File: src/hdl/kfe_pkg.sv
// ----------------------------------------------------------------------------
// kfe_pkg
// Shared constants and types of the KISS frame encoder: the KISS control
// bytes, the item descriptor passed from front to back, and the result item.
// ----------------------------------------------------------------------------
package kfe_pkg;

    localparam logic [7:0] KISS_FEND  = 8'hC0;
    localparam logic [7:0] KISS_FESC  = 8'hDB;
    localparam logic [7:0] KISS_TFEND = 8'hDC;
    localparam logic [7:0] KISS_TFESC = 8'hDD;
    localparam logic [7:0] KISS_CMD   = 8'h00;

    localparam logic ACTION_BYTE = 1'b0;
    localparam logic ACTION_END  = 1'b1;

    localparam logic [15:0] MAX_LEN_RESET = 16'd1024;

    localparam int QUEUE_DEPTH = 4;
    localparam int QPTR_W      = $clog2(QUEUE_DEPTH);
    localparam int QCNT_W      = $clog2(QUEUE_DEPTH + 1);

    localparam logic [2:0] REG_MAX_OUTPUT_LEN = 3'd0;

    typedef struct packed {
        logic       is_end;
        logic       is_esc;
        logic [7:0] first_byte;
        logic [7:0] second_byte;
    } kfe_desc_t;

    typedef struct packed {
        logic [7:0]  out_byte;
        logic        last_of_run;
        logic        frame_done;
        logic [15:0] frame_length;
        logic        overflow;
    } kfe_result_t;

endpackage

File: src/hdl/kiss_frame_encoder.sv
// ----------------------------------------------------------------------------
// kiss_frame_encoder
// KISS framing with byte stuffing: opening FEND and command byte, escaped
// payload, closing FEND with the frame length, and abort on capacity.
//
//   Channel   Signals                                  Direction
//   input     in_valid/in_ready, action, frame_byte    into block
//   output    out_valid/out_ready, out_byte, ...       out of block
//   config    psel/penable/pwrite/paddr/pwdata/prdata  APB slave
//
// The back end writes one output byte per cycle unless the output stalls:
// one byte for a plain byte or end item, two for an escaped byte, and two
// more when it opens a frame; items of a dropped frame give no output byte.
// A four-entry queue lets input items be taken while the back end stalls.
// Reset clears the frame state and sets max_output_len to 1024.
// ----------------------------------------------------------------------------
module kiss_frame_encoder (
    input  logic        clk,
    input  logic        rst_n,
    input  logic        in_valid,
    output logic        in_ready,
    input  logic        action,
    input  logic [7:0]  frame_byte,
    output logic        out_valid,
    input  logic        out_ready,
    output logic [7:0]  out_byte,
    output logic        last_of_run,
    output logic        frame_done,
    output logic [15:0] frame_length,
    output logic        overflow,
    input  logic        psel,
    input  logic        penable,
    input  logic        pwrite,
    input  logic [2:0]  paddr,
    input  logic [31:0] pwdata,
    output logic [31:0] prdata,
    output logic        pready
);

    logic [15:0]          max_len_reg, max_len_next;
    kfe_pkg::kfe_desc_t   desc;
    kfe_pkg::kfe_desc_t   head;
    logic                 full;
    logic                 head_valid;
    logic                 pop;
    kfe_pkg::kfe_result_t result;

    assign pready   = 1'b1;
    assign in_ready = !full;
    assign prdata   = (paddr == kfe_pkg::REG_MAX_OUTPUT_LEN) ? {16'h0000, max_len_reg} : 32'h0;

    always_comb
    begin
        max_len_next = max_len_reg;
        if (psel && penable && pwrite && (paddr == kfe_pkg::REG_MAX_OUTPUT_LEN))
        begin
            max_len_next = pwdata[15:0];
        end
    end

    always_ff @(posedge clk or negedge rst_n)
    begin
        if (!rst_n)
        begin
            max_len_reg <= kfe_pkg::MAX_LEN_RESET;
        end
        else
        begin
            max_len_reg <= max_len_next;
        end
    end

    kfe_front u_front (
        .action     (action),
        .frame_byte (frame_byte),
        .desc       (desc)
    );

    kfe_queue u_queue (
        .clk        (clk),
        .rst_n      (rst_n),
        .push       (in_valid && !full),
        .push_desc  (desc),
        .full       (full),
        .pop        (pop),
        .head_valid (head_valid),
        .head       (head)
    );

    kfe_back u_back (
        .clk        (clk),
        .rst_n      (rst_n),
        .max_len    (max_len_reg),
        .head_valid (head_valid),
        .head       (head),
        .pop        (pop),
        .out_valid  (out_valid),
        .out_ready  (out_ready),
        .result     (result)
    );

    assign out_byte     = result.out_byte;
    assign last_of_run  = result.last_of_run;
    assign frame_done   = result.frame_done;
    assign frame_length = result.frame_length;
    assign overflow     = result.overflow;

endmodule

File: src/hdl/kfe_front.sv
// ----------------------------------------------------------------------------
// kfe_front
// Classifies an input item into a descriptor: end of frame, escaped byte
// pair, or plain byte, with the bytes that the back end has to write.
// ----------------------------------------------------------------------------
module kfe_front (
    input  logic              action,
    input  logic [7:0]        frame_byte,
    output kfe_pkg::kfe_desc_t desc
);

    always_comb
    begin
        desc.is_end      = 1'b0;
        desc.is_esc      = 1'b0;
        desc.first_byte  = frame_byte;
        desc.second_byte = kfe_pkg::KISS_TFEND;
        if (action == kfe_pkg::ACTION_END)
        begin
            desc.is_end     = 1'b1;
            desc.first_byte = kfe_pkg::KISS_FEND;
        end
        else if (frame_byte == kfe_pkg::KISS_FEND)
        begin
            desc.is_esc      = 1'b1;
            desc.first_byte  = kfe_pkg::KISS_FESC;
            desc.second_byte = kfe_pkg::KISS_TFEND;
        end
        else if (frame_byte == kfe_pkg::KISS_FESC)
        begin
            desc.is_esc      = 1'b1;
            desc.first_byte  = kfe_pkg::KISS_FESC;
            desc.second_byte = kfe_pkg::KISS_TFESC;
        end
    end

endmodule

File: src/hdl/kfe_queue.sv
// ----------------------------------------------------------------------------
// kfe_queue
// Short descriptor queue between the front and the back end.
// ----------------------------------------------------------------------------
module kfe_queue (
    input  logic               clk,
    input  logic               rst_n,
    input  logic               push,
    input  kfe_pkg::kfe_desc_t push_desc,
    output logic               full,
    input  logic               pop,
    output logic               head_valid,
    output kfe_pkg::kfe_desc_t head
);

    kfe_pkg::kfe_desc_t             slot_reg [kfe_pkg::QUEUE_DEPTH];
    logic [kfe_pkg::QPTR_W-1:0]     wr_ptr_reg, wr_ptr_next;
    logic [kfe_pkg::QPTR_W-1:0]     rd_ptr_reg, rd_ptr_next;
    logic [kfe_pkg::QCNT_W-1:0]     count_reg, count_next;

    assign full       = (count_reg == kfe_pkg::QCNT_W'(kfe_pkg::QUEUE_DEPTH));
    assign head_valid = (count_reg != '0);
    assign head       = slot_reg[rd_ptr_reg];

    always_comb
    begin
        wr_ptr_next = wr_ptr_reg;
        rd_ptr_next = rd_ptr_reg;
        count_next  = count_reg;
        if (push)
        begin
            wr_ptr_next = wr_ptr_reg + 1'b1;
        end
        if (pop)
        begin
            rd_ptr_next = rd_ptr_reg + 1'b1;
        end
        if (push && !pop)
        begin
            count_next = count_reg + 1'b1;
        end
        else if (pop && !push)
        begin
            count_next = count_reg - 1'b1;
        end
    end

    always_ff @(posedge clk or negedge rst_n)
    begin
        if (!rst_n)
        begin
            wr_ptr_reg <= '0;
            rd_ptr_reg <= '0;
            count_reg  <= '0;
        end
        else
        begin
            wr_ptr_reg <= wr_ptr_next;
            rd_ptr_reg <= rd_ptr_next;
            count_reg  <= count_next;
        end
    end

    always_ff @(posedge clk)
    begin
        if (push)
        begin
            slot_reg[wr_ptr_reg] <= push_desc;
        end
    end

endmodule

File: src/hdl/kfe_back.sv
// ----------------------------------------------------------------------------
// kfe_back
// Byte sequencer: writes the header, the payload bytes and the closing FEND
// one byte per cycle unless the output stalls, checks every byte against the
// capacity, handles overflow and drop state, and registers the result item.
// ----------------------------------------------------------------------------
module kfe_back (
    input  logic                 clk,
    input  logic                 rst_n,
    input  logic [15:0]          max_len,
    input  logic                 head_valid,
    input  kfe_pkg::kfe_desc_t   head,
    output logic                 pop,
    output logic                 out_valid,
    input  logic                 out_ready,
    output kfe_pkg::kfe_result_t result
);

    localparam logic [1:0] PH_FEND   = 2'd0;
    localparam logic [1:0] PH_CMD    = 2'd1;
    localparam logic [1:0] PH_FIRST  = 2'd2;
    localparam logic [1:0] PH_SECOND = 2'd3;

    logic [1:0]           phase_reg, phase_next;
    logic                 busy_reg, busy_next;
    logic [15:0]          pos_reg, pos_next;
    logic                 header_sent_reg, header_sent_next;
    logic                 dropping_reg, dropping_next;
    logic                 out_valid_reg, out_valid_next;
    kfe_pkg::kfe_result_t out_reg, out_next;

    logic                 can_emit;
    logic [1:0]           cur_phase;
    logic [7:0]           cur_byte;
    logic                 item_last;
    kfe_pkg::kfe_result_t res;

    assign out_valid = out_valid_reg;
    assign result    = out_reg;
    assign can_emit  = !out_valid_reg || out_ready;
    assign cur_phase = busy_reg ? phase_reg : (header_sent_reg ? PH_FIRST : PH_FEND);
    assign item_last = ((cur_phase == PH_FIRST) && !head.is_esc) || (cur_phase == PH_SECOND);

    always_comb
    begin
        unique case (cur_phase)
            PH_FEND:   cur_byte = kfe_pkg::KISS_FEND;
            PH_CMD:    cur_byte = kfe_pkg::KISS_CMD;
            PH_FIRST:  cur_byte = head.first_byte;
            PH_SECOND: cur_byte = head.second_byte;
            default:   cur_byte = kfe_pkg::KISS_FEND;
        endcase
    end

    always_comb
    begin
        phase_next       = phase_reg;
        busy_next        = busy_reg;
        pos_next         = pos_reg;
        header_sent_next = header_sent_reg;
        dropping_next    = dropping_reg;
        out_valid_next   = out_valid_reg && !out_ready;
        out_next         = out_reg;
        pop              = 1'b0;
        res              = '0;
        if (head_valid)
        begin
            if (dropping_reg)
            begin
                pop = 1'b1;
                if (head.is_end)
                begin
                    pos_next         = '0;
                    header_sent_next = 1'b0;
                    dropping_next    = 1'b0;
                end
            end
            else if (can_emit)
            begin
                out_valid_next = 1'b1;
                if ((cur_phase == PH_FEND) || (cur_phase == PH_CMD))
                begin
                    header_sent_next = 1'b1;
                end
                if (pos_reg >= max_len)
                begin
                    res.overflow    = 1'b1;
                    res.last_of_run = 1'b1;
                    pop             = 1'b1;
                    busy_next       = 1'b0;
                    if (head.is_end)
                    begin
                        pos_next         = '0;
                        header_sent_next = 1'b0;
                        dropping_next    = 1'b0;
                    end
                    else
                    begin
                        dropping_next = 1'b1;
                    end
                end
                else
                begin
                    pos_next        = pos_reg + 16'd1;
                    res.out_byte    = cur_byte;
                    res.last_of_run = item_last;
                    if (item_last)
                    begin
                        pop       = 1'b1;
                        busy_next = 1'b0;
                        if (head.is_end)
                        begin
                            res.frame_done   = 1'b1;
                            res.frame_length = pos_reg + 16'd1;
                            pos_next         = '0;
                            header_sent_next = 1'b0;
                            dropping_next    = 1'b0;
                        end
                    end
                    else
                    begin
                        busy_next  = 1'b1;
                        phase_next = cur_phase + 2'd1;
                    end
                end
                out_next = res;
            end
        end
    end

    always_ff @(posedge clk or negedge rst_n)
    begin
        if (!rst_n)
        begin
            phase_reg       <= PH_FEND;
            busy_reg        <= 1'b0;
            pos_reg         <= '0;
            header_sent_reg <= 1'b0;
            dropping_reg    <= 1'b0;
            out_valid_reg   <= 1'b0;
        end
        else
        begin
            phase_reg       <= phase_next;
            busy_reg        <= busy_next;
            pos_reg         <= pos_next;
            header_sent_reg <= header_sent_next;
            dropping_reg    <= dropping_next;
            out_valid_reg   <= out_valid_next;
        end
    end

    always_ff @(posedge clk)
    begin
        out_reg <= out_next;
    end

`ifndef NO_ASSERTIONS
    assert property (@(posedge clk) disable iff (!rst_n)
        out_valid_reg && out_reg.overflow |->
            out_reg.last_of_run && !out_reg.frame_done && (out_reg.out_byte == 8'h00))
        else $error("Overflow item carries data or is not the last of its run.");

    assert property (@(posedge clk) disable iff (!rst_n)
        out_valid_reg && out_reg.frame_done |->
            out_reg.last_of_run && (out_reg.out_byte == kfe_pkg::KISS_FEND))
        else $error("Closing item is not a final FEND.");

    assert property (@(posedge clk) disable iff (!rst_n)
        dropping_reg |-> header_sent_reg && !busy_reg)
        else $error("Drop state entered outside a started frame.");

    assert property (@(posedge clk) disable iff (!rst_n)
        pop |-> head_valid)
        else $error("Queue popped while empty.");
`endif

endmodule
File: config.mk
export PLATFORM = sky130hd
export DESIGN_NAME = kiss_frame_encoder
export DESIGN_NICKNAME = d
export VERILOG_FILES = /design/src/hdl/kfe_pkg.sv /design/src/hdl/kiss_frame_encoder.sv /design/src/hdl/kfe_front.sv /design/src/hdl/kfe_queue.sv /design/src/hdl/kfe_back.sv
export SDC_FILE = /design/constraint.sdc
export NUM_CORES = 1
export LEC_CHECK = 0
export CORE_MARGIN = 2
export CORE_UTILIZATION = 57
export CTS_CLUSTER_DIAMETER = 200
export DETAILED_ROUTE_END_ITERATION = 10
export DONT_BUFFER_PORTS = 1
export PLACE_DENSITY = 0.74
export SYNTH_ARGS = -nofsm -noshare
export SYNTH_HDL_FRONTEND = slang
export SYNTH_SLANG_ARGS = --single-unit
File: constraint.sdc
create_clock -name clk -period 3.34 [get_ports clk]
set_clock_uncertainty 0.2 [all_clocks]
set_input_delay 0.334 -clock clk [delete_from_list [all_inputs] [get_ports clk]]
set_output_delay 0.334 -clock clk [all_outputs]
set_load 0.005 [all_outputs]
==> results.yml <==
critical_path:
  cp_data_arrival_time_ns: 3.60
  crit_required_ns: 3.57
  crit_path_max_fanout: 3
  cp-start-kind: "flop"
  worstPathCellList: "ha_1 -> nand4_1 -> nor2_1 -> a311o_1 -> or4b_4 -> o31ai_4 -> ha_2 -> inv_2 -> fa_2 -> xor2_1 -> nor2_1 -> xor2_1"
  crit_path_end_kind: "flop"
  slowest_delay_ns: 0.53
  crit_slowest_cell: "or4b_4"
  crit_type: "reg2reg"
yosys:
  synth_top_area_share_pct: 37.23
  yosysMostFrequentCell: "edfxtp_1"
  synth_area_leader_cell: "edfxtp_1"
  synth_edf_count: 71
  netlist_area_um2: 5727
  netlist_instances: 463
  ys_warn_count: 0
  synthArstFlopShare_pct: 38.79
  synth_seq_cells: 116
  ys_seq_area_share_pct: 56.92
  avgSynthCellArea_um2: 12.37
  yosys-top-cells-area: "edfxtp_1 (37%), dfrtp_1 (19%), ha_1 (5.5%), mux4_2 (4.3%), buf_4 (2.4%)"
  synth_ff_type: "edfxtp_1"
  yosysUniqueCellTypes: 61
  synth_commonest_cells: "edfxtp_1 (71), dfrtp_1 (44), nand2_1 (33), nor2_1 (30), inv_1 (28)"
finish:
  drive_above_1_share_pct: 20.00
  largest_reg_flops: 44
  diodes: 0
  final_util_pct: 70.87
  areaGrowthSynthToFinish_pct: 20.95
  nets: 594
global_routing:
  overflow: 0
  grt_max_degree: 46
  grt_pass1_wl_um: 18800
  grt_use_total_pct: 22.32
  first_global_vias: 3814
  antenna_found_initial: 0
outcome:
  failed_checks: "setup timing"
  status: "finished with violations"
route:
  dr.pass1.iters: 4
  drt_wl_total_um: 11510
  via_per_inst: 5.555
  drc: 0
  drtIter0Drc: 201
  routedWlPerCell_um: 17.36
  ant_nets: 0
  dr_total_vias: 3683
floorplanning:
  io_pins: 113
  start_util_pct: 58.59
  coreArea_um2: 9774
  dieArea_um2: 10860
  die_x_um: 104.2
  rows: 36
  die_h_um: 104.2
timing:
  worst_slack_ns: -0.02850
  timing.final.crit_share_pct: 100.9
  max_slew_margin_pct: 40.27
  setup_violations: 2
  worstMarginPinSlew_ns: 0.8835
  rsz0062_at_grt: "true"
  hold_viol: 0
  holdWs_ns: 0.05457
  fmax_mhz: 296.9
  finalMaxSlewViolations: 0
  period_needed_ns: 3.368
clocking:
  clockRootBuffer: "clkbuf_8"
  cts_buffer_depth: 2
  cts_made_buffers: 17
  clkSinkCount: 116
  ctsHtreeMaxLevel: 4
  clk_latency_ns: 0.52
  cts_tree: "done"
  clkSlewWorstSetupHoldPaths_ns: 0.06
placed_design:
  gp_congestion: 0.7919
  port_buffers: 0
  hpwl_um: 7338
  pre_cts_slack_ns: -0.04247
power:
  peakVddDrop_mv: 0.5043
  power.static_leakage_nw: 2.800
  power_density_nw_per_um2: 826.7
flow_run:
  maxCapViolations: 0
min_path:
  hold_path.class: "in2reg"
cells in the final DEF (no fill, tap or decap), types with 6 or more instances in the layout:
cell / synthesis / layout
edfxtp_1: 71 / 71
conb_1: 2 / 17
and3_1: 10 / 10
nand2_1: 33 / 33
mux4_2: 11 / 11
nor4b_1: 6 / 6
nand4_1: 7 / 7
inv_1: 28 / 25
nand3_1: 7 / 7
o21ai_0: 18 / 18
and2_1: 16 / 16
a21oi_1: 15 / 14
nor2_1: 30 / 29
nor3_1: 13 / 13
dlygate4sd3_1: 0 / 28
ha_1: 25 / 21
xor2_1: 9 / 9
clkbuf_16: 0 / 16
dfrtp_1: 44 / 44
nor2_4: 7 / 7
a221o_1: 9 / 9
buf_4: 18 / 27
xnor2_1: 10 / 10
worst max-delay path, delay by kind of cell (launching register included):
family	cells	cell delay (ns)
AO/OA/AOI/OAI	2	0.56
AND/OR/NAND/NOR	4	0.85
XOR/XNOR	2	0.30
adder cells (fa/ha/maj)	3	0.90
flip-flops	1	0.41
buffers and inverters	1	0.04
final cells by class:
type | count | area, µm²
Clock buffer | 19 | 421.7
Clock inverter | 13 | 182.7
Fill cell | 684 | 2848
Inverter | 29 | 108.9
Multi-Input combinational cell | 296 | 2257
Sequential cell | 116 | 3259
Tap cell | 133 | 166.4
Timing Repair Buffer | 57 | 530.5
per-layer routing:
| layer | vias to the layer above | global-route usage (%) | wire, µm |
|---|---|---|---|
| met5 | - | 0 | 0 |
| met4 | 0 | 9.749 | 168 |
| met2 | 98 | 39.71 | 6434 |
| met1 | 1817 | 25.53 | 4527 |
| met3 | 16 | 5.514 | 378 |
| li1 | 1752 | - | - |
final timing paths:
kind | startpoint | to | slack (ns) | cells past startpoint
worst max-delay path | u_back.pos_reg[13] | u_queue.count_reg[2] | -0.03 | 12
worst min-delay path | frame_byte[4] | u_queue.slot_reg[2][9] | 0.05 | 3
worst max register to register | u_back.pos_reg[13] | u_queue.count_reg[2] | -0.03 | 12
worst min register to register | u_back.header_sent_reg | u_back.header_sent_reg | 0.31 | 1
max in group asynchronous | rst_n | max_len_reg[10] | 2.53 | 2
min in group asynchronous | rst_n | max_len_reg[1] | 0.15 | 2
stage by stage:
| stage | total power, W | cells | setup TNS [ns] | cell area, µm² |
|---|---|---|---|---|
| after detailed placement | 0.003793 | 598 | -0.07005 | 5917 |
| after global routing | 0.006050 | 663 | -0.2039 | 6927 |
| after CTS | 0.005721 | 661 | -0.007587 | 6860 |
| after floorplan | 0.003363 | 478 | -0.01096 | 5792 |
| after global placement | 0.003719 | 598 | 0 | 5917 |
| final | 0.005726 | 663 | -0.04498 | 6927 |
power by group:
group	total [W]	switching, W	internal [W]
sequential	0.00219	0.000216	0.00197
combinational	0.00169	0.000939	0.000755
clock	0.00184	0.000633	0.00121
total	0.00573	0.00179	0.00394
repair_timing:
item | in CTS | in global routing
endpoints found under the hold margin | 107 | 0
hold buffers | 29 | 0
buffers inserted | 2 | 2
endpoints found under the setup margin | 5 | 18
resized for setup | 2 | 10
pin swaps | 2 | 6
cell families (layout without fill, tap and decap cells):
family,after synthesis,count (layout),share of synthesized area (%)
multiplexers,17,17,5.484
buffers and inverters,66,118,5.921
AO/OA/AOI/OAI,63,63,7.887
AND/OR/NAND/NOR,154,154,14.94
XOR/XNOR,19,19,2.906
flip-flops,116,116,56.92
adder cells (fa/ha/maj),26,26,5.812
other,2,17,0.1311
(Power assumes the default switching activity.)
